## src/gfc_pkg.sv

```systemverilog
`timescale 1ns / 1ps
`default_nettype none
// ----------------------------------------------------------------------------
// GNSS frame classifier package
// Shared types and constants for the frame classifier.
// ----------------------------------------------------------------------------
package gfc_pkg;

  localparam logic [7:0] StartText = 8'h24;
  localparam logic [7:0] StartBin  = 8'hB5;
  localparam logic [7:0] SyncTwo   = 8'h62;
  localparam logic [7:0] ChCr      = 8'h0D;
  localparam logic [7:0] ChLf      = 8'h0A;
  localparam logic [7:0] ClassAck  = 8'h05;
  localparam logic [7:0] ClassTp   = 8'h0D;
  localparam logic [7:0] IdAck     = 8'h01;

  localparam int unsigned MaxWidth    = 10;
  localparam logic [MaxWidth-1:0] MaxDefault = 10'd500;

  localparam logic [2:0] RegNmeaMax = 3'd0;

  typedef enum logic [2:0] {
    KIND_NMEA     = 3'd0,
    KIND_ACK      = 3'd1,
    KIND_NAK      = 3'd2,
    KIND_TP       = 3'd3,
    KIND_UNKNOWN  = 3'd4,
    KIND_TOO_LONG = 3'd5,
    KIND_BAD_SYNC = 3'd6
  } kind_e;

  typedef struct packed {
    kind_e       kind;
    logic [7:0]  msg_class;
    logic [7:0]  msg_id;
    logic [15:0] payload_len;
    logic [16:0] frame_bytes;
  } result_t;

endpackage
`default_nettype wire

```

## src/gfc_parser.sv

```systemverilog
`timescale 1ns / 1ps
`default_nettype none
// ----------------------------------------------------------------------------
// GNSS frame classifier byte parser
// Per-byte frame state machine that yields at most one result per byte.
// ----------------------------------------------------------------------------
module gfc_parser (
  input  wire logic                            clk_i,
  input  wire logic                            rst_ni,
  input  wire logic                            step_i,
  input  wire logic [7:0]                      rx_byte_i,
  input  wire logic [gfc_pkg::MaxWidth-1:0]    nmea_max_i,
  output gfc_pkg::result_t                     result_o,
  output logic                                 result_valid_o
);

  typedef enum logic [1:0] {
    MODE_HUNT = 2'd0,
    MODE_TEXT = 2'd1,
    MODE_HEAD = 2'd2,
    MODE_BODY = 2'd3
  } mode_e;

  mode_e       mode_q, mode_d;
  logic [7:0]  prev_q, prev_d;
  logic [16:0] hpc_q, hpc_d;
  logic [15:0] len_q, len_d;
  logic [7:0]  cls_q, cls_d;
  logic [7:0]  id_q, id_d;
  logic [16:0] bc_q, bc_d;

  logic [16:0] bc_inc;
  logic [16:0] hpc_inc;
  logic [16:0] len_plus;
  logic        emit;
  gfc_pkg::kind_e bin_kind;

  assign bc_inc   = bc_q + 17'd1;
  assign hpc_inc  = hpc_q + 17'd1;
  assign len_plus = {1'b0, len_q} + 17'd1;

  always_comb begin
    if (cls_q == 8'd0) begin
      bin_kind = gfc_pkg::KIND_NMEA;
    end else if (cls_q == gfc_pkg::ClassAck) begin
      bin_kind = (id_q == gfc_pkg::IdAck) ? gfc_pkg::KIND_ACK : gfc_pkg::KIND_NAK;
    end else if (cls_q == gfc_pkg::ClassTp) begin
      bin_kind = gfc_pkg::KIND_TP;
    end else begin
      bin_kind = gfc_pkg::KIND_UNKNOWN;
    end
  end

  always_comb begin
    mode_d = mode_q;
    prev_d = prev_q;
    hpc_d  = hpc_q;
    len_d  = len_q;
    cls_d  = cls_q;
    id_d   = id_q;
    bc_d   = bc_q;
    emit   = 1'b0;
    result_o.kind        = gfc_pkg::KIND_NMEA;
    result_o.msg_class   = 8'd0;
    result_o.msg_id      = 8'd0;
    result_o.payload_len = 16'd0;
    result_o.frame_bytes = bc_inc;
    if (step_i) begin
      prev_d = rx_byte_i;
      bc_d   = bc_inc;
      case (mode_q)
        MODE_HUNT: begin
          if (rx_byte_i == gfc_pkg::StartText) begin
            cls_d  = 8'd0;
            id_d   = 8'd0;
            len_d  = 16'd0;
            mode_d = MODE_TEXT;
          end else if (rx_byte_i == gfc_pkg::StartBin) begin
            hpc_d  = 17'd0;
            cls_d  = 8'd0;
            id_d   = 8'd0;
            len_d  = 16'd0;
            mode_d = MODE_HEAD;
          end else begin
            prev_d = 8'd0;
            hpc_d  = 17'd0;
            bc_d   = 17'd0;
          end
        end
        MODE_TEXT: begin
          if (bc_inc > {7'd0, nmea_max_i}) begin
            emit          = 1'b1;
            result_o.kind = gfc_pkg::KIND_TOO_LONG;
          end else if (prev_q == gfc_pkg::ChCr && rx_byte_i == gfc_pkg::ChLf) begin
            emit          = 1'b1;
            result_o.kind = gfc_pkg::KIND_NMEA;
          end
        end
        MODE_HEAD: begin
          if (hpc_q == 17'd0 && rx_byte_i != gfc_pkg::SyncTwo) begin
            emit          = 1'b1;
            result_o.kind = gfc_pkg::KIND_BAD_SYNC;
          end else begin
            if (hpc_q == 17'd1) begin
              cls_d = rx_byte_i;
            end else if (hpc_q == 17'd2) begin
              id_d = rx_byte_i;
            end else if (hpc_q == 17'd3) begin
              len_d = {8'd0, rx_byte_i};
            end else if (hpc_q != 17'd0) begin
              len_d = {rx_byte_i, len_q[7:0]};
            end
            if (hpc_inc >= 17'd5) begin
              hpc_d  = 17'd0;
              mode_d = MODE_BODY;
            end else begin
              hpc_d = hpc_inc;
            end
          end
        end
        default: begin
          if (hpc_q >= len_plus) begin
            emit                 = 1'b1;
            result_o.kind        = bin_kind;
            result_o.msg_class   = cls_q;
            result_o.msg_id      = id_q;
            result_o.payload_len = len_q;
          end else begin
            hpc_d = hpc_inc;
          end
        end
      endcase
      if (emit) begin
        mode_d = MODE_HUNT;
        prev_d = 8'd0;
        hpc_d  = 17'd0;
        bc_d   = 17'd0;
      end
    end
  end

  assign result_valid_o = emit;

  always_ff @(posedge clk_i or negedge rst_ni) begin
    if (!rst_ni) begin
      mode_q <= MODE_HUNT;
      prev_q <= 8'd0;
      hpc_q  <= 17'd0;
      len_q  <= 16'd0;
      cls_q  <= 8'd0;
      id_q   <= 8'd0;
      bc_q   <= 17'd0;
    end else begin
      mode_q <= mode_d;
      prev_q <= prev_d;
      hpc_q  <= hpc_d;
      len_q  <= len_d;
      cls_q  <= cls_d;
      id_q   <= id_d;
      bc_q   <= bc_d;
    end
  end

endmodule
`default_nettype wire

```

## src/gnss_frame_classifier.sv

```systemverilog
`timescale 1ns / 1ps
`default_nettype none
// ----------------------------------------------------------------------------
// GNSS frame classifier
// Classifies text sentences and binary frames from a GNSS receiver byte link.
// ----------------------------------------------------------------------------
// Bytes arrive on the input channel (in_valid_i, in_stall_o, rx_byte_i); one
// word is taken at each clock edge where valid is high and stall is low.
// Each completed or failed frame yields one word on the output channel
// (out_valid_o, out_stall_i and the result fields).
// A result appears on the outputs in the cycle after the byte that ends the
// frame is taken. One byte is taken in every unstalled cycle with valid high;
// the per-byte state update is a single registered step in the parser.
// A result waits in the output register while the receiver stalls; the input
// stalls only while that register is full and the receiver is stalling, so a
// new byte is taken in the same cycle as a pending result leaves.
// Reset returns the parser to hunting for a frame start, empties the output
// register and sets the sentence length limit to 500 bytes. The user writes
// the limit at APB port address 0 only while idle; the block does not check.
// ----------------------------------------------------------------------------
module gnss_frame_classifier (
  input  wire logic        clk_i,
  input  wire logic        rst_ni,
  input  wire logic        in_valid_i,
  output logic             in_stall_o,
  input  wire logic [7:0]  rx_byte_i,
  output logic             out_valid_o,
  input  wire logic        out_stall_i,
  output logic [2:0]       result_kind_o,
  output logic [7:0]       message_class_o,
  output logic [7:0]       message_id_o,
  output logic [15:0]      payload_length_o,
  output logic [16:0]      frame_bytes_o,
  input  wire logic        psel,
  input  wire logic        penable,
  input  wire logic        pwrite,
  input  wire logic [2:0]  paddr,
  input  wire logic [31:0] pwdata,
  output logic [31:0]      prdata,
  output logic             pready
);

  logic [gfc_pkg::MaxWidth-1:0] nmea_max_q;
  logic                         out_valid_q;
  gfc_pkg::result_t             out_res_q;
  gfc_pkg::result_t             res;
  logic                         res_valid;
  logic                         step;
  logic                         sel_max;

  assign pready  = 1'b1;
  assign sel_max = ({paddr[2], 2'b00} == gfc_pkg::RegNmeaMax);
  assign prdata  = sel_max ? {22'd0, nmea_max_q} : 32'd0;

  assign in_stall_o = out_valid_q & out_stall_i;
  assign step       = in_valid_i & ~in_stall_o;

  gfc_parser u_parser (
    .clk_i          (clk_i),
    .rst_ni         (rst_ni),
    .step_i         (step),
    .rx_byte_i      (rx_byte_i),
    .nmea_max_i     (nmea_max_q),
    .result_o       (res),
    .result_valid_o (res_valid)
  );

  always_ff @(posedge clk_i or negedge rst_ni) begin
    if (!rst_ni) begin
      nmea_max_q <= gfc_pkg::MaxDefault;
    end else if (psel && penable && pwrite && sel_max) begin
      nmea_max_q <= pwdata[gfc_pkg::MaxWidth-1:0];
    end
  end

  always_ff @(posedge clk_i or negedge rst_ni) begin
    if (!rst_ni) begin
      out_valid_q <= 1'b0;
    end else if (!in_stall_o) begin
      out_valid_q <= res_valid;
    end
  end

  always_ff @(posedge clk_i) begin
    if (!in_stall_o && res_valid) begin
      out_res_q <= res;
    end
  end

  assign out_valid_o      = out_valid_q;
  assign result_kind_o    = out_res_q.kind;
  assign message_class_o  = out_res_q.msg_class;
  assign message_id_o     = out_res_q.msg_id;
  assign payload_length_o = out_res_q.payload_len;
  assign frame_bytes_o    = out_res_q.frame_bytes;

endmodule
`default_nettype wire
```

## config.mk

```make
export PLATFORM = sky130hd
export DESIGN_NAME = gnss_frame_classifier
export DESIGN_NICKNAME = d
export VERILOG_FILES = /design/src/gfc_pkg.sv /design/src/gfc_parser.sv /design/src/gnss_frame_classifier.sv
export SDC_FILE = /design/constraint.sdc
export NUM_CORES = 1
export LEC_CHECK = 0
export ABC_AREA = 1
export BUFFER_PORTS_ARGS = -buffer_cell sky130_fd_sc_hd__buf_2
export CORE_MARGIN = 2
export CORE_UTILIZATION = 63
export CTS_BUF_LIST = sky130_fd_sc_hd__clkbuf_4
export DETAILED_ROUTE_END_ITERATION = 16
export GPL_TIMING_DRIVEN = 0
export PLACE_DENSITY = 0.95
export SLEW_MARGIN = 20
export SYNTH_ARGS = -nofsm -noshare
export SYNTH_HDL_FRONTEND = slang
export SYNTH_HIERARCHICAL = 1
export SYNTH_SLANG_ARGS = --single-unit
```

## constraint.sdc

```tcl
create_clock -name clk_i -period 8.6 [get_ports clk_i]
set_input_delay 1.72 -clock clk_i [delete_from_list [all_inputs] [get_ports clk_i]]
set_output_delay 1.72 -clock clk_i [all_outputs]
set_load 0.05 [all_outputs]
```

# After elaboration in Yosys (flattened, before gate mapping)
# Cells that the tools add are included.
# W data, S select, Z words.
# totals
register_bits	139
inputBits	50
output_inout_bits	87
wordCells	127
# classes
add_sub_neg	3
order_cmp	3
eq_ne	27
mux	53
bitwise	6
reduce_logical	20
# ops
cell	count
$mux W17	9
$mux W16	7
$mux W8	11
$pmux W17 S3	1
$mux W35	1
$add A17 B1 Y17 const B	2
$eq A17 B2 Y1 const B	2
$pmux W16 S2	1
$pmux W8 S2	2
$eq A8 B4 Y1 const B	3
$add A16 B1 Y17 const B	1
$eq A17 B1 Y1 const B	1
$ge A17 B17 Y1	1
$ge A17 B3 Y1 const B	1
$gt A17 B10 Y1	1
$logic_not A17 Y1	1
$reduce_bool A17 Y1	1
$mux W3	5
$reduce_and A5 Y1	3
$reduce_and A7 Y1	2
$mux W2	6
$mux W10	1
$ne A3 B1 Y1 const B	3
$pmux W3 S3	1
25 further kinds	45

# Longest topological paths before layout
# logic_depth
ltp_word	8
mapped_depth	23
ltp_nobuf	23

# Modules after synthesis
# The synthesis kept the hierarchy.
# modules_own_cells
module	n_inst	cells_per_inst	area_per_inst_um2	seq_area_each_um2
gfc_parser	1	821	5826.8	1901.8
gnss_frame_classifier	1	153	2298.5	1844.3

# Worst setup path before layout
# OpenSTA, ideal clock, no wires.
# synth_timing
path_kind	register to register
from	register u_parser.len_q[0]
to	register out_res_q (netlist bit frame_bytes_o[0]), enable pin
arrival_time_ps	5267
required_ps	8138
path_slack_ps	2871
stages_incl_launch_ff	21
period_less_slack_ps	5729
cell_sequence	dfrtp_1 -> ha_1 -> and3_1 -> nand3_1 -> nand3b_1 -> nor3_1 -> nand4_1 -> or4_1 -> ha_1 -> nand2_1 -> inv_1 -> nand3_1 -> nor2_1 -> nand4_1 -> nand4_1 -> nor2_1 -> nor2_1 -> nand2_1 -> inv_1 -> inv_1 -> nor2_1
# synth_via
elab_chain_len	7
# synth_rtl
element	line_no	rtl
start, declared	gfc_parser.sv:27	logic [15:0] len_q, len_d;
start signal, assigned	gfc_parser.sv:157	len_q <= len_d;
$add A16 B1 Y17	gfc_parser.sv:40	assign len_plus = {1'b0, len_q} + 17'd1;
$ge A17 B17 Y1	gfc_parser.sv:122	if (hpc_q >= len_plus) begin
$mux W1	gfc_parser.sv:122	
$pmux W1 S3	gfc_parser.sv:71	case (mode_q)
$mux W1 (2 in series)	gfc_parser.sv:68	if (step_i) begin
via res_valid	gnss_frame_classifier.sv:47	logic res_valid;
$logic_and A1 B1 Y1	gnss_frame_classifier.sv:85	if (!in_stall_o && res_valid) begin
end signal, assigned	gnss_frame_classifier.sv:86	out_res_q <= res;
end, declared	gnss_frame_classifier.sv:45	gfc_pkg::result_t out_res_q;
# The timed path passes the listed nets, and every way through them passes these cells. The select of a mux whose other input is x is not followed.
# A chain may end at the register's enable or synchronous reset.

# Final worst setup path
# layout_timing
from	register u_parser.len_q[0]
to	register out_res_q (netlist bit payload_length_o[7]), enable pin
# The elaborated chain is that of the path after synthesis.

==> results.ini <==
[worst_setup_path]
critPathMaxFanout = 32
path_class = flop to flop
crit_required_ns = 8.87
crit_start = u_parser/len_q[0]
cp_data_arrival_time_ns = 5.22
crit_path_end_kind = flop
r2r_start = u_parser/len_q[0]
startpoint_type = flop

[synth]
synthTopCellsByArea = dfrtp_1 (25%), edfxtp_1 (19%), nand2_1 (8.5%), inv_1 (7.6%), nand3_1 (6.2%)
synth_edf_count = 52
syn-cell-area_mm2 = 0.00813
seq_area_frac_synth_pct = 46.1
synthTopCellsByCount = nand2_1 (184), inv_1 (165), nand3_1 (101), nor2_1 (94), dfrtp_1 (81)
synth_cell_types = 46
synth_ff_type = dfrtp_1
ys_async_sr_fraction_pct = 62.6
ys_ff_latch = 139
yosysWarningCount = 6
netlist.area_leader.share_pct = 24.9
yosysTopAreaCell = dfrtp_1
syn_avg_cell_area_um2 = 8.34
syn-instance-count = 974
yosysMostFrequentCell = nand2_1

[power]
irDropWorstVdd_mv = 0.120
p_sw_mw = 1.07
pwr-share-seq_pct = 39.6
power_density_mw_per_mm2 = 258
swShare_pct = 45.1
clkPwrFrac_pct = 17.3
cellInternalPower_mw = 1.30
power_leakage_nw = 4.66
comb_power_share_pct = 43.1

[clock_tree]
cts.repair.resized = 0
cts_tree = built
root_buffer = clkbuf_4
clkTransAtPathRegs_ns = 0.10
clock_sinks = 139
cts_max_level = 4
postCtsSetupBuffers = 0
cts_hold_buf = 0
clock_path_buffers = 2
cts_buffers = 17
clock_latency_ns = 0.57

[grt]
antenna_found_initial = 1
grt_pass1_vias = 6836
grt_usage_pct = 28.4
grt_pass1_wl_mm = 31.6
grt-ovfl-total = 0
grt_max_degree = 53

[flow_run]
maxCapViolations = 0

[sta]
skew_ns = 0.0175
worst-slew-pin-transition_ns = 0.768
setup_viol = 0
min_period_ns = 4.95
max-slew-margin-rel_pct = 48.8
fin_tns_setup_ns = 0
period_share_pct = 57.5
max_freq_ghz = 0.202
rsz0062_at_grt = no
timing_hold_violations_final = 0
slew_viol_final = 0
hold_ws_ns = 0.477

[route]
first_pass_iters = 8
drc_errors = 0
finalWirelength_mm = 19.3
routed_via_density = 5.65
drt_iter0_drc = 949
drtAntennaViolNets = 0
wl_per_cell_um = 15.0
via_count = 7297

[place]
gp_congestion = 0.927
post-dp-hpwl_mm = 13.9
placed_cell_area_mm2 = 0.00892
port_buffers = 89

[min_path]
worstHoldPathType = flop to flop
worstHoldStart = nmea_max_q[6]

[floorplan]
start_util_pct = 64.4
die_h_um = 118
dieArea_mm2 = 0.0138
core_region_area_mm2 = 0.0126
io_pins = 137
fp.dieW_um = 118
rows = 41

[cells_and_area]
design_area_mm2 = 0.00920
drive_gt1_share_pct = 17.6
area_delta_synth_final_pct = 13.2
nets = 1188

[status]
outcome = finished clean

worst paths after layout:
kind,slack [ns],to,cells past startpoint
worst max-delay path,3.65,payload_length_o[7],21
worst min-delay path,0.48,nmea_max_q[6],2
worst max register to register,3.65,payload_length_o[7],21
worst min register to register,0.48,nmea_max_q[6],2
max in group asynchronous,6.86,u_parser/len_q[11],2
min in group asynchronous,1.10,u_parser/bc_q[7],1
sequential cells by signal (all words and copies together), names as in the netlist:
name,cells
u_parser/cls_q,8
message_class_o,8
nmea_max_q,10
u_parser/hpc_q,17
u_parser/mode_q,2
out_valid_o,1
u_parser/id_q,8
message_id_o,8
u_parser/bc_q,17
payload_length_o,16
u_parser/prev_q,8
result_kind_o,3
frame_bytes_o,17
u_parser/len_q,16
layout by cell type, fill, tap and decap left out, types with 2 or more instances in the layout:
cell type / netlist / routed
clkbuf_4: 0 / 23
dfrtp_1: 81 / 81
buf_6: 4 / 4
xor2_1: 32 / 32
clkinvlp_4: 0 / 3
o22ai_2: 10 / 10
o31ai_1: 16 / 16
ha_1: 33 / 33
xnor2_1: 4 / 4
inv_2: 2 / 2
o21ai_1: 15 / 15
nor2_4: 1 / 2
clkbuf_1: 10 / 10
edfxtp_1: 52 / 52
nand3_1: 101 / 101
nor2_2: 6 / 6
nor4_1: 5 / 5
bufinv_16: 0 / 2
buf_1: 2 / 2
o22ai_1: 8 / 8
clkinv_1: 2 / 5
a21oi_1: 15 / 15
nand2_1: 184 / 184
inv_1: 165 / 165
buf_4: 30 / 31
nor2_1: 94 / 93
nand2_2: 4 / 4
o21ai_0: 19 / 19
nand4_1: 40 / 40
buf_2: 4 / 92
dfstp_2: 6 / 6
conb_1: 2 / 23
nor3_1: 11 / 11
critical path: stages, from the launching register on:
cell and delay (ns):
dfrtp_1 0.47, ha_1 0.21, and3_1 0.20, nand3_1 0.10, nand3b_1 0.22, nor3_1 0.32, nand4_1 0.17, or4_1 0.43
ha_1 0.32, nand2_1 0.07, inv_1 0.05, nand3_1 0.08, nor2_1 0.19, nand4_1 0.13, nand4_1 0.40, nor2_1 0.11
nor2_1 0.15, nand2_1 0.10, inv_1 0.06, inv_1 0.07, nor2_4 0.52, buf_12 0.28
final cells by class:
cell class	instances	area [um^2]
clock inverter	9	98.8
timing repair buffer	91	495
sequential	139	3750
inverter	169	634
antenna	1	2.50
fill	881	3420
tap	172	215
buffer	50	335
multi-input combinational	637	3500
clock buffer	23	173
per-stage QoR:
step                utilization (%)  setup WS, ns  std cells  power [mW]
floorplan                         -          2.87        995        1.68
global placement               70.2          1.65       1256        1.89
detailed placement             70.7          3.74       1258        1.94
CTS                            72.9          3.70       1290        2.35
global route                   72.9          3.22       1291        2.49
finish                         72.9          3.65       1291        2.37
logic make-up after synthesis:
kind of cell / count (synthesis) / synth area share [%]
buffers and inverters: 219 / 11.9
adders and majority gates: 33 / 5.08
DFF: 139 / 46.1
xor gates and xnor gates: 36 / 3.88
other: 2 / 0.0924
and+or+nand+nor: 456 / 25.4
AOI/OAI and AO/OA: 89 / 7.55
per-layer routing:
| layer | global-route usage (%) | wire [um] | share of wire, % | vias up |
|---|---|---|---|---|
| li1 | - | - | - | 3423 |
| met1 | 36.5 | 7840 | 41 | 3399 |
| met2 | 46.4 | 9130 | 47 | 396 |
| met3 | 5.77 | 1710 | 8.8 | 79 |
| met4 | 13.1 | 667 | 3.4 | 0 |
| met5 | 0 | 0 | 0 | - |
power by group through the flow:
| stage | Sequential [mW] | Clock (mW) | Combinational, mW |
|---|---|---|---|
| floorplan | 1.12 | 0 | 0.560 |
| global placement | 0.944 | 0 | 0.949 |
| detailed placement | 0.945 | 0 | 0.992 |
| CTS | 0.934 | 0.413 | 1.00 |
| global route | 0.950 | 0.444 | 1.10 |
| finish | 0.938 | 0.411 | 1.02 |
No activity file was read; power rests on OpenSTA's default activity.
